$ cat src/rtl/pric_pkg.sv
// Package for the pump run interlock controller.
// Holds the time width, mode, reason, action and register codes, and the request and result item types.
// No dependencies.
`timescale 1ns / 1ps

package pric_pkg;

   localparam int TIME_BITS = 16;

   localparam int CFG_BITS = 16;
   localparam int CSR_INDEX_BITS = 2;

   localparam logic [1:0] ACT_TICK = 2'd0;
   localparam logic [1:0] ACT_MANUAL = 2'd1;
   localparam logic [1:0] ACT_SCHED = 2'd2;
   localparam logic [1:0] ACT_STOP = 2'd3;

   localparam logic [2:0] MODE_IDLE = 3'd0;
   localparam logic [2:0] MODE_MANUAL = 3'd1;
   localparam logic [2:0] MODE_SCHED = 3'd2;
   localparam logic [2:0] MODE_COOL = 3'd3;
   localparam logic [2:0] MODE_LOCK = 3'd4;

   localparam logic [2:0] WHY_TIMER = 3'd0;
   localparam logic [2:0] WHY_LOW = 3'd1;
   localparam logic [2:0] WHY_FAULT = 3'd2;
   localparam logic [2:0] WHY_MAXRUN = 3'd3;
   localparam logic [2:0] WHY_COOL = 3'd4;
   localparam logic [2:0] WHY_USER = 3'd5;

   localparam logic KIND_MANUAL = 1'b0;
   localparam logic KIND_SCHED = 1'b1;

   localparam logic [CSR_INDEX_BITS-1:0] CSR_MANUAL_MAX = 2'd0;
   localparam logic [CSR_INDEX_BITS-1:0] CSR_SCHED_MAX = 2'd1;
   localparam logic [CSR_INDEX_BITS-1:0] CSR_COOLDOWN = 2'd2;

   localparam logic [CFG_BITS-1:0] MANUAL_MAX_RESET = 16'd300;
   localparam logic [CFG_BITS-1:0] SCHED_MAX_RESET = 16'd600;
   localparam logic [CFG_BITS-1:0] COOLDOWN_RESET = 16'd60;

   localparam int REQ_DATA_BITS = 24;
   localparam int RSP_DATA_BITS = 64;

   typedef struct packed {
      logic [1:0]  action;
      logic [15:0] req_seconds;
      logic [2:0]  halt_code;
      logic        water_ok;
   } req_item_type;

   typedef struct packed {
      logic        pump_on;
      logic [2:0]  pump_mode;
      logic [15:0] remaining_sec;
      logic        run_started;
      logic [15:0] granted_sec;
      logic        run_skipped;
      logic        run_stopped;
      logic [2:0]  end_reason;
      logic        run_kind;
      logic [15:0] run_seconds;
   } rsp_item_type;

endpackage

$ cat src/rtl/pump_run_interlock_controller.sv
// Top level of the pump run interlock controller: input register, decision logic, result register.
// Depends on pric_pkg.
//
//   channel  | direction | ports                                     | accepted when
//   req      | in        | req_tvalid req_tready req_tdata req_tuser | req_tvalid && req_tready
//   rsp      | out       | rsp_tvalid rsp_tready rsp_tdata           | rsp_tvalid && rsp_tready
//   csr      | in        | csr_valid csr_ready csr_index csr_wdata   | csr_valid && csr_ready
//
// One transaction per cycle is sustained while the result side is ready; an accepted request
// passes through the input register and then the result register before its result is valid.
// The decision logic between the two registers is combinational.
// Reset is synchronous and active high; it restores the configuration, the valid flags and the run state.
// A stalled result holds the result register, and the input register then holds the next request.
// Configuration writes are always taken; csr_ready is tied high.
`timescale 1ns / 1ps

module pump_run_interlock_controller (
   input  logic        clock,
   input  logic        reset,
   input  logic        req_tvalid,
   output logic        req_tready,
   // tdata: req_seconds[15:0], halt_code[18:16], water_ok[19], zero fill.
   input  logic [pric_pkg::REQ_DATA_BITS-1:0] req_tdata,
   // tuser: action[1:0].
   input  logic [1:0]  req_tuser,
   output logic        rsp_tvalid,
   input  logic        rsp_tready,
   // tdata: pump_on[0], pump_mode[3:1], remaining_sec[19:4], run_started[20],
   // granted_sec[36:21], run_skipped[37], run_stopped[38], end_reason[41:39],
   // run_kind[42], run_seconds[58:43], zero fill.
   output logic [pric_pkg::RSP_DATA_BITS-1:0] rsp_tdata,
   input  logic        csr_valid,
   output logic        csr_ready,
   input  logic [pric_pkg::CSR_INDEX_BITS-1:0] csr_index,
   input  logic [pric_pkg::CFG_BITS-1:0] csr_wdata
);

   localparam int TB = pric_pkg::TIME_BITS;
   localparam int EXT_BITS = (TB > 16) ? TB : 16;
   localparam logic [TB-1:0] TIME_MAX = '1;

   function automatic logic [15:0] sat16(input logic [TB-1:0] v);
      logic [EXT_BITS-1:0] ext;
      ext = EXT_BITS'(v);
      return (ext > EXT_BITS'(17'h0FFFF)) ? 16'hFFFF : ext[15:0];
   endfunction

   logic [pric_pkg::CFG_BITS-1:0] manual_max_ff;
   logic [pric_pkg::CFG_BITS-1:0] sched_max_ff;
   logic [pric_pkg::CFG_BITS-1:0] cooldown_cfg_ff;

   logic                  in_valid_ff;
   pric_pkg::req_item_type in_item_ff;
   logic                  out_valid_ff;
   pric_pkg::rsp_item_type out_item_ff;

   logic          running_ff, running_in;
   logic          kind_ff, kind_in;
   logic [TB-1:0] elapsed_ff, elapsed_in;
   logic [TB-1:0] length_ff, length_in;
   logic [TB-1:0] cool_ff, cool_in;
   logic [2:0]    mode_ff, mode_in;

   pric_pkg::rsp_item_type rsp_in;

   logic advance;
   logic out_free;

   assign out_free = !out_valid_ff || rsp_tready;
   assign advance = in_valid_ff && out_free;
   assign req_tready = !in_valid_ff || advance;
   assign csr_ready = 1'b1;
   assign rsp_tvalid = out_valid_ff;
   assign rsp_tdata = {5'd0, out_item_ff.run_seconds, out_item_ff.run_kind,
                       out_item_ff.end_reason, out_item_ff.run_stopped,
                       out_item_ff.run_skipped, out_item_ff.granted_sec,
                       out_item_ff.run_started, out_item_ff.remaining_sec,
                       out_item_ff.pump_mode, out_item_ff.pump_on};

   always_comb begin
      logic [2:0]  why;
      logic        ok;
      logic        started;
      logic        skipped;
      logic [2:0]  skip_reason;
      logic        req_kind;
      logic [15:0] cap;
      logic [15:0] granted16;
      logic [TB-1:0] granted;
      logic [TB-1:0] remaining;
      logic        stopped;
      logic [2:0]  stop_why;
      logic [TB-1:0] stop_secs;
      logic        rest;

      running_in = running_ff;
      kind_in = kind_ff;
      elapsed_in = elapsed_ff;
      length_in = length_ff;
      cool_in = cool_ff;
      mode_in = mode_ff;
      ok = in_item_ff.water_ok;
      why = (in_item_ff.halt_code > pric_pkg::WHY_USER) ? pric_pkg::WHY_USER
                                                        : in_item_ff.halt_code;
      started = 1'b0;
      skipped = 1'b0;
      skip_reason = pric_pkg::WHY_TIMER;
      req_kind = pric_pkg::KIND_MANUAL;
      cap = '0;
      granted16 = '0;
      granted = '0;
      remaining = '0;
      stopped = 1'b0;
      stop_why = pric_pkg::WHY_TIMER;
      stop_secs = '0;
      rest = 1'b0;

      unique case (in_item_ff.action)
         pric_pkg::ACT_TICK: begin
            if (running_in && elapsed_in != TIME_MAX) begin
               elapsed_in = elapsed_in + TB'(1);
            end
            if (cool_in != '0) begin
               cool_in = cool_in - TB'(1);
            end
         end
         pric_pkg::ACT_MANUAL, pric_pkg::ACT_SCHED: begin
            req_kind = (in_item_ff.action == pric_pkg::ACT_SCHED);
            if (!ok) begin
               mode_in = pric_pkg::MODE_LOCK;
               skipped = 1'b1;
               skip_reason = pric_pkg::WHY_LOW;
            end else if (cool_in != '0) begin
               mode_in = pric_pkg::MODE_COOL;
               skipped = 1'b1;
               skip_reason = pric_pkg::WHY_COOL;
            end else begin
               cap = req_kind ? sched_max_ff : manual_max_ff;
               granted16 = (in_item_ff.req_seconds > cap) ? cap : in_item_ff.req_seconds;
               granted = TB'(granted16);
               running_in = 1'b1;
               kind_in = req_kind;
               elapsed_in = '0;
               length_in = granted;
               mode_in = req_kind ? pric_pkg::MODE_SCHED : pric_pkg::MODE_MANUAL;
               started = 1'b1;
            end
         end
         pric_pkg::ACT_STOP: begin
            if (running_in) begin
               stopped = 1'b1;
               stop_why = why;
               stop_secs = elapsed_in;
               running_in = 1'b0;
               rest = kind_in || why == pric_pkg::WHY_LOW || why == pric_pkg::WHY_FAULT
                      || why == pric_pkg::WHY_MAXRUN;
               if (rest) begin
                  cool_in = TB'(cooldown_cfg_ff);
                  mode_in = pric_pkg::MODE_COOL;
               end else begin
                  cool_in = '0;
                  mode_in = ok ? pric_pkg::MODE_IDLE : pric_pkg::MODE_LOCK;
               end
            end
         end
         default: begin
         end
      endcase

      if (running_in) begin
         remaining = (elapsed_in >= length_in) ? '0 : length_in - elapsed_in;
         if (!ok || elapsed_in >= length_in) begin
            stopped = 1'b1;
            stop_why = ok ? pric_pkg::WHY_TIMER : pric_pkg::WHY_LOW;
            stop_secs = elapsed_in;
            running_in = 1'b0;
            rest = kind_in || !ok;
            if (rest) begin
               cool_in = TB'(cooldown_cfg_ff);
               mode_in = pric_pkg::MODE_COOL;
            end else begin
               cool_in = '0;
               mode_in = pric_pkg::MODE_IDLE;
            end
         end
      end else if (mode_in == pric_pkg::MODE_COOL && cool_in == '0) begin
         mode_in = ok ? pric_pkg::MODE_IDLE : pric_pkg::MODE_LOCK;
      end else if (!ok && mode_in == pric_pkg::MODE_IDLE) begin
         mode_in = pric_pkg::MODE_LOCK;
      end else if (ok && mode_in == pric_pkg::MODE_LOCK) begin
         mode_in = pric_pkg::MODE_IDLE;
      end
      if (!running_in) begin
         remaining = '0;
      end

      rsp_in.pump_on = running_in;
      rsp_in.pump_mode = mode_in;
      rsp_in.remaining_sec = sat16(remaining);
      rsp_in.run_started = started;
      rsp_in.granted_sec = sat16(granted);
      rsp_in.run_skipped = skipped;
      rsp_in.run_stopped = stopped;
      if (stopped) begin
         rsp_in.end_reason = stop_why;
         rsp_in.run_kind = kind_in;
      end else if (skipped || started) begin
         rsp_in.end_reason = skip_reason;
         rsp_in.run_kind = req_kind;
      end else begin
         rsp_in.end_reason = pric_pkg::WHY_TIMER;
         rsp_in.run_kind = pric_pkg::KIND_MANUAL;
      end
      rsp_in.run_seconds = sat16(stop_secs);
   end

   always_ff @(posedge clock) begin
      if (reset) begin
         manual_max_ff <= pric_pkg::MANUAL_MAX_RESET;
         sched_max_ff <= pric_pkg::SCHED_MAX_RESET;
         cooldown_cfg_ff <= pric_pkg::COOLDOWN_RESET;
      end else if (csr_valid && csr_ready) begin
         unique case (csr_index)
            pric_pkg::CSR_MANUAL_MAX: manual_max_ff <= csr_wdata;
            pric_pkg::CSR_SCHED_MAX: sched_max_ff <= csr_wdata;
            pric_pkg::CSR_COOLDOWN: cooldown_cfg_ff <= csr_wdata;
            default: begin
            end
         endcase
      end
   end

   always_ff @(posedge clock) begin
      if (reset) begin
         in_valid_ff <= 1'b0;
      end else if (req_tready) begin
         in_valid_ff <= req_tvalid;
      end
   end

   always_ff @(posedge clock) begin
      if (req_tready && req_tvalid) begin
         in_item_ff.action <= req_tuser;
         in_item_ff.req_seconds <= req_tdata[15:0];
         in_item_ff.halt_code <= req_tdata[18:16];
         in_item_ff.water_ok <= req_tdata[19];
      end
   end

   always_ff @(posedge clock) begin
      if (reset) begin
         out_valid_ff <= 1'b0;
      end else if (out_free) begin
         out_valid_ff <= in_valid_ff;
      end
   end

   always_ff @(posedge clock) begin
      if (advance) begin
         out_item_ff <= rsp_in;
      end
   end

   always_ff @(posedge clock) begin
      if (reset) begin
         running_ff <= 1'b0;
         kind_ff <= pric_pkg::KIND_MANUAL;
         elapsed_ff <= '0;
         length_ff <= '0;
         cool_ff <= '0;
         mode_ff <= pric_pkg::MODE_IDLE;
      end else if (advance) begin
         running_ff <= running_in;
         kind_ff <= kind_in;
         elapsed_ff <= elapsed_in;
         length_ff <= length_in;
         cool_ff <= cool_in;
         mode_ff <= mode_in;
      end
   end

`ifndef NO_ASSERTIONS
   a_run_mode: assert property (@(posedge clock) disable iff (reset)
      running_ff |-> (mode_ff == pric_pkg::MODE_MANUAL || mode_ff == pric_pkg::MODE_SCHED))
      else $error("running with a mode that is not a run mode");

   a_run_no_cool: assert property (@(posedge clock) disable iff (reset)
      running_ff |-> cool_ff == '0)
      else $error("cooldown pending while running");

   a_on_has_time: assert property (@(posedge clock) disable iff (reset)
      (out_valid_ff && out_item_ff.pump_on) |-> out_item_ff.remaining_sec != 16'd0)
      else $error("pump on with no time remaining");

   a_instant_end: assert property (@(posedge clock) disable iff (reset)
      (out_valid_ff && out_item_ff.run_started && out_item_ff.run_stopped)
      |-> (out_item_ff.granted_sec == 16'd0 && out_item_ff.end_reason == pric_pkg::WHY_TIMER))
      else $error("run started and stopped in one transaction with time granted");
`endif

endmodule

$ cat config.mk
export PLATFORM = sky130hd
export DESIGN_NAME = pump_run_interlock_controller
export DESIGN_NICKNAME = d
export VERILOG_FILES = /design/src/rtl/pric_pkg.sv /design/src/rtl/pump_run_interlock_controller.sv
export SDC_FILE = /design/constraint.sdc
export NUM_CORES = 1
export LEC_CHECK = 0
export ABC_AREA = 1
export BUFFER_PORTS_ARGS = -buffer_cell sky130_fd_sc_hd__buf_2
export CORE_UTILIZATION = 55
export DETAILED_ROUTE_END_ITERATION = 12
export PLACE_DENSITY_LB_ADDON = 0.25
export SYNTH_ARGS = -nofsm -noshare
export SYNTH_HDL_FRONTEND = slang
export SYNTH_SLANG_ARGS = --single-unit
$ cat constraint.sdc
create_clock -name clock -period 8.6 [get_ports clock]
set_clock_uncertainty 0.05 [all_clocks]
set_input_delay 0.43 -clock clock [delete_from_list [all_inputs] [get_ports clock]]
set_output_delay 0.43 -clock clock [all_outputs]
set_load 0.1 [all_outputs]
After elaboration in Yosys (flattened, before gate mapping)
Index checks and enable logic that the tools add are counted.
{"block": "word_totals", "output_inout_bits": 67, "input_bits": 49, "wordCells": 140, "register_bits": 184}
{"block": "op_classes", "add_sub_neg": 3, "mux": 69, "order_cmp": 6, "reduce_logical": 26, "eq_ne": 11}
{"operator": "two-way mux 16 bit", "n": 24}
{"operator": "one-hot mux 16 bit (2 select lines)", "n": 2}
{"operator": "two-way mux 3 bit", "n": 17}
{"operator": "greater-than comparator 16 bit (second input constant)", "n": 3}
{"operator": "two-way mux 1 bit", "n": 19}
{"operator": "adder 16 x 1 -> 16 bit (second input constant)", "n": 1}
{"operator": ">= comparator 16 bit", "n": 1}
{"operator": "greater-than comparator 16 bit", "n": 1}
{"operator": "zero test 16 bit", "n": 1}
{"operator": "!= test 16 bit (second input constant)", "n": 1}
{"operator": "nonzero test 16 bit", "n": 1}
{"operator": "subtractor 16 x 1 -> 16 bit (second input constant)", "n": 1}
{"operator": "subtractor 16 bit", "n": 1}
{"operator": "== test 3 x 2 -> 1 bit (second input constant)", "n": 3}
{"operator": "logical OR 1 bit", "n": 8}
{"operator": "two-way mux 4 bit", "n": 2}
{"operator": "== test 2 bit (second input constant)", "n": 3}
{"operator": "logical AND 1 bit", "n": 6}
{"operator": "two-way mux 2 bit", "n": 3}
{"operator": "one-hot mux 3 bit (2 select lines)", "n": 1}
{"operator": "AND reduction 2 bit", "n": 3}
{"operator": "== test 2 x 1 -> 1 bit (second input constant)", "n": 2}
{"operator": "zero test 2 bit", "n": 2}
{"operator": "== test 3 x 1 -> 1 bit (second input constant)", "n": 1}
{"operator": "other kinds (6)", "n": 8}

Logic depth before layout (Yosys ltp)
{"block": "logic_depth", "ltp_word": 15, "ltp_mapped": 36}

Least setup slack after synthesis
Ideal clock, no wire load.
{"block": "synth_path", "path_kind": "flip-flop to flip-flop", "from": "reg in_item_ff[20] in the netlist's numbering", "to": "reg out_item_ff, in the netlist rsp_tdata[44], data pin", "synth_period_minus_slack_ns": 5.210, "path_buffers": 4, "slack_ns": 3.390, "t_arrival_ns": 4.891, "setup_time_ns": 0.269, "stages_incl_launch_ff": 33, "t_required_ns": 8.281, "cell_sequence": "edfxtp_1 inv_1 ha_1 clkbuf_1 buf_2 mux2i_1 ha_1 a21o_1 a31oi_1 o221ai_1 nand2_1 o211ai_1 nand2_1 buf_2 nand2_1 nand3_1 nand2_1 fa_1 nand3_1 nand3_1 nand2_1 nand2_1 a21oi_1 o21ai_2 nand2_1 nand3_2 nand2_4 nand2_2 inv_2 nor2_4 inv_2 buf_6 o22ai_1"}
{"block": "synth_between", "elab_chain_len": 12, "elab_cells_between_ends": 19, "cone_classes": "order compare (3); eq/ne (3); mux (10); reduce/logical (3)"}
{"item": "from (decl)", "line_no": "pump_run_interlock_controller.sv:53", "source": "pric_pkg::req_item_type in_item_ff;"}
{"item": "== test 2 bit", "line_no": "pump_run_interlock_controller.sv:118, pump_run_interlock_controller.sv:128"}
{"item": "two-way mux 16 bit", "line_no": "pump_run_interlock_controller.sv:138", "source": "cap = req_kind ? sched_max_ff : manual_max_ff;"}
{"item": "greater-than comparator 16 bit", "line_no": "pump_run_interlock_controller.sv:139", "source": "granted16 = (in_item_ff.req_seconds > cap) ? cap : in_item_ff.req_seconds;"}
{"item": "two-way mux 16 bit", "line_no": "pump_run_interlock_controller.sv:139"}
{"item": "two-way mux 16 bit", "line_no": "pump_run_interlock_controller.sv:133", "source": "end else if (cool_in != '0) begin"}
{"item": "two-way mux 16 bit", "line_no": "pump_run_interlock_controller.sv:129", "source": "if (!ok) begin"}
{"item": "two-way mux 16 bit (*)", "line_no": "pump_run_interlock_controller.sv:118", "source": "unique case (in_item_ff.action)"}
{"item": "net length_in[1]", "line_no": "pump_run_interlock_controller.sv:60", "source": "logic [TB-1:0] length_ff, length_in;"}
{"item": ">= comparator 16 bit (*)", "line_no": "pump_run_interlock_controller.sv:172", "source": "if (!ok || elapsed_in >= length_in) begin"}
{"item": "logical OR 1 bit (*)", "line_no": "pump_run_interlock_controller.sv:172"}
{"item": "two-way mux 16 bit (*)", "line_no": "pump_run_interlock_controller.sv:172"}
{"item": "two-way mux 16 bit (*)", "line_no": "pump_run_interlock_controller.sv:170", "source": "if (running_in) begin"}
{"item": "greater-than comparator 16 bit", "line_no": "pump_run_interlock_controller.sv:45", "source": "return (ext > EXT_BITS'(17'h0FFFF)) ? 16'hFFFF : ext[15:0];"}
{"item": "to (signal assigned)", "line_no": "pump_run_interlock_controller.sv:260", "source": "out_item_ff <= rsp_in;"}
{"item": "to (decl)", "line_no": "pump_run_interlock_controller.sv:55", "source": "pric_pkg::rsp_item_type out_item_ff;"}
The timed path passes the listed nets; every way through them passes the cells marked *.
A chain may end at the register's enable or synchronous reset.

Final worst setup path
{"block": "layout_path", "from": "reg in_item_ff[20] in the netlist's numbering", "to": "reg out_item_ff, in the netlist rsp_tdata[55], data pin"}
{"block": "layout_between", "elab_chain_len": 12, "elab_cells_between_ends": 19, "cone_classes": "order compare (3); eq/ne (3); mux (10); reduce/logical (3)"}
{"item": "== test 2 bit", "line_no": "pump_run_interlock_controller.sv:118, pump_run_interlock_controller.sv:128"}
{"item": "two-way mux 16 bit", "line_no": "pump_run_interlock_controller.sv:138"}
{"item": "greater-than comparator 16 bit", "line_no": "pump_run_interlock_controller.sv:139"}
{"item": "two-way mux 16 bit", "line_no": "pump_run_interlock_controller.sv:139"}
{"item": "two-way mux 16 bit", "line_no": "pump_run_interlock_controller.sv:133"}
{"item": "two-way mux 16 bit", "line_no": "pump_run_interlock_controller.sv:129"}
{"item": "two-way mux 16 bit", "line_no": "pump_run_interlock_controller.sv:118"}
{"item": ">= comparator 16 bit", "line_no": "pump_run_interlock_controller.sv:172"}
{"item": "logical OR 1 bit", "line_no": "pump_run_interlock_controller.sv:172"}
{"item": "two-way mux 16 bit", "line_no": "pump_run_interlock_controller.sv:172"}
{"item": "two-way mux 16 bit (*)", "line_no": "pump_run_interlock_controller.sv:170"}
{"item": "greater-than comparator 16 bit", "line_no": "pump_run_interlock_controller.sv:45"}
Every way passes the cells marked *; elsewhere a longest branch is shown, timed or not.

==> flow_summary.toml <==
[placement]
numPortBuffers = 105
placed_area_um2 = 11000
dpl.hpwl_mm = 19.5
pre_cts_ws_ps = 1290
place_congestion = 0.952

[detailed_routing]
drc = 0
wl_per_cell_um = 16.4
drt-total-wl_mm = 28.0
drtIter0Drc = 814
ant_nets = 0
drt_first_pass_iters = 8
vias_per_cell = 5.74
vias = 9795

[setup_path]
regToRegEndpoint = "rsp_tdata[55]"
startpoint_type = "flip-flop"
required_ps = 8690
cp_slowest_cell = "ha_1"
crit_path_frequent_cell = "nand2_1"
cp-startpoint = "in_item_ff[20]"
worstSetupPathType = "flip-flop to flip-flop"
critical-path-max-stage-delay_ps = 660
crit_arrival_ps = 7610
r2r.worst_path.cells = 31
rrSetupSlack_ps = 1080
end_kind = "flip-flop"
crit_path_end = "rsp_tdata[55]"
cp_max_fo = 22
r2r-start = "in_item_ff[20]"

[yosys]
synthFlopType = "dfxtp_1"
async_reset_ff_share_pct = 0
netlist_instances = 1388
synth_top_area_cell = "edfxtp_1"
synth.area.top_cells = "edfxtp_1 23%, dfxtp_1 20%, nand2_1 11%, inv_1 6.3%, nand3_1 5.6%"
synth_warnings = 0
syn_area_per_cell_um2 = 7.51
synth_edf_count = 81
synth_seq_cells = 184
synth_area_um2 = 10400
ys_types = 52
yosysSeqAreaShare_pct = 43.1
synth_top_area_share_pct = 23.3

[sta]
worst_pin_slew_ps = 1260
finalHoldViolCount = 0
setup_viol = 0
rsz0062_at_grt = "false"
setup_slack_ps = 1080
period_needed_ps = 7520
tns_ps = 0
maxSlewHeadroom_pct = 16.0
fmax_mhz = 133
slew_viol_final = 0
fin_crit_sh_pct = 87.4

[finish]
syn_to_final_growth_pct = 11.0
diodes = 0
drive_above_1_share_pct = 11.3
seq_area_um2 = 4490
final_area_um2 = 11600
multi_input_area_um2 = 4950
utilization_pct = 63.3
n_fill_cell = 1607
final_nets = 1550

[floorplan]
die_x_um = 140
start_util_pct = 57.0
core_um2 = 18300
io_pins = 116
dieArea_um2 = 19500
die_h_um = 140
core.rowCount = 49

[run_status]
status = "complete, no violations"

[grt]
antenna_found_initial = 0
grt_max_degree = 88
first_global_vias = 8708
grt-ovfl-total = 0
grt.total_usage_pct = 28.9
grt_pass1_wl_mm = 44.5

[run]
maxCapViolCount = 0

[clock_tree]
clk_latency_ps = 440
max-clock-path-buffers = 2
cts_setup_buffers = 0
cts-htree-levels = 4
clock-root-buffer = "clkbuf_16"
cts_resized = 0
cts_made_buffers = 17
path_clk_slew_ps = 70
cts_sinks = 184
cts_tree = "built"
holdBufCountCts = 0

[pwr]
max-vdd-ir-drop_mv = 0.151
power_leakage_uw = 0.00551
p_per_area_nw_per_um2 = 200

[worst_hold_path]
hold_path.class = "input pin to flip-flop"
## worst max-delay path: cells and delay by family (launching register included)
kind,cells,cell delay (ps)
DFF,1,390
muxes,1,540
AOI/OAI and AO/OA,7,1510
buffers and inverters,5,990
adders and majority gates,4,1590
and+or+nand+nor,14,2140
## Yosys cell counts, types with 4 or more instances
master and count:
a21oi_1 84, a31oi_1 13, buf_2 12, buf_4 7
clkbuf_1 37, clkinv_1 4, dfxtp_1 103, edfxtp_1 81
ha_1 37, inv_1 176, mux2i_1 15, nand2_1 294
nand3_1 117, nand4_1 28, nor2_1 145, nor3_1 24
nor4_1 4, o211ai_1 16, o21ai_0 96, o21ai_1 8
o22ai_1 18, xor2_1 9
## how the worst min path moves through the flow
stage                          start               end  slack, ps  cells after the start
detailed placement  manual_max_ff[0]  manual_max_ff[0]        390                      2
global placement     sched_max_ff[9]   sched_max_ff[9]        390                      2
global route            req_tdata[0]     in_item_ff[4]        110                      1
floorplan           manual_max_ff[0]  manual_max_ff[0]        370                      2
CTS                     req_tdata[0]     in_item_ff[4]        110                      1
finish                  req_tdata[0]     in_item_ff[4]        120                      1
## layer usage
layer  track usage, %  vias to the layer above  part of all wire, %
li1                 -                     4773                    -
met1             39.6                     4456                   43
met2             45.2                      488                   45
met3             5.26                       78                  9.2
met4             12.0                        0                  3.6
met5                0                        -                    0
## power by group
part,internal [uW],switching (uW)
clock,405,338
combinational,156,418
sequential,963,30.7
## kinds of logic (layout without fill, tap and decap cells)
family,Yosys count,in the layout,synth area share [%]
xor gates and xnor gates,12,12,1.01
AOI/OAI and AO/OA,256,256,13.7
muxes,15,15,1.44
buffers and inverters,247,331,9.56
DFF,184,184,43.1
adders and majority gates,38,38,4.63
other,2,6,0.0721
and+or+nand+nor,634,634,26.5
## stage by stage
step                total power (uW)  hold slack [ps]  instances
floorplan                       1450              374       1392
global placement                1560              388       1673
detailed placement              1570              392       1673
CTS                             2300              113       1705
global route                    2410              109       1705
finish                          2310              116       1705
## cell usage in the layout, fill, tap and decap left out, types with 3 or more instances in the layout
cell / instances
nor2_4: 3
dfxtp_1: 103
a22oi_1: 3
inv_2: 3
inv_4: 3
clkinv_1: 5
a21oi_1: 84
or2_2: 3
edfxtp_1: 81
a31oi_1: 13
buf_2: 105
o21ai_1: 8
nand3b_1: 3
nand4_1: 28
buf_4: 9
o21ai_0: 96
ha_1: 37
clkbuf_1: 4
a21boi_0: 3
a21o_1: 3
o22ai_1: 18
clkbuf_16: 17
clkinv_4: 3
xnor2_1: 3
o211ai_1: 16
nand2_1: 294
nand2_4: 3
nand3_1: 117
nor3_1: 24
xor2_1: 9
o221ai_1: 3
inv_1: 174
mux2i_1: 15
conb_1: 6
nor2_1: 145
clkinv_2: 3
nor4_1: 4
## registers in the layout, summed over array words and instances, names as in the netlist
register	count
cooldown_cfg_ff	16
mode_ff	3
in_valid_ff	1
sched_max_ff	16
rsp_tdata	59
kind_ff	1
running_ff	1
length_ff	16
cool_ff	16
rsp_tvalid	1
manual_max_ff	16
in_item_ff	22
elapsed_ff	16
## area by class of cell
type	instances	share of cell area, %
clock buffers	22	3.87
clock inverters	10	0.854
inverters	185	6.07
multi-input cells	961	42.8
flip-flops and latches	184	38.8
well taps	229	2.48
repair buffers	114	5.13
Power figures use the tool's default switching activity.
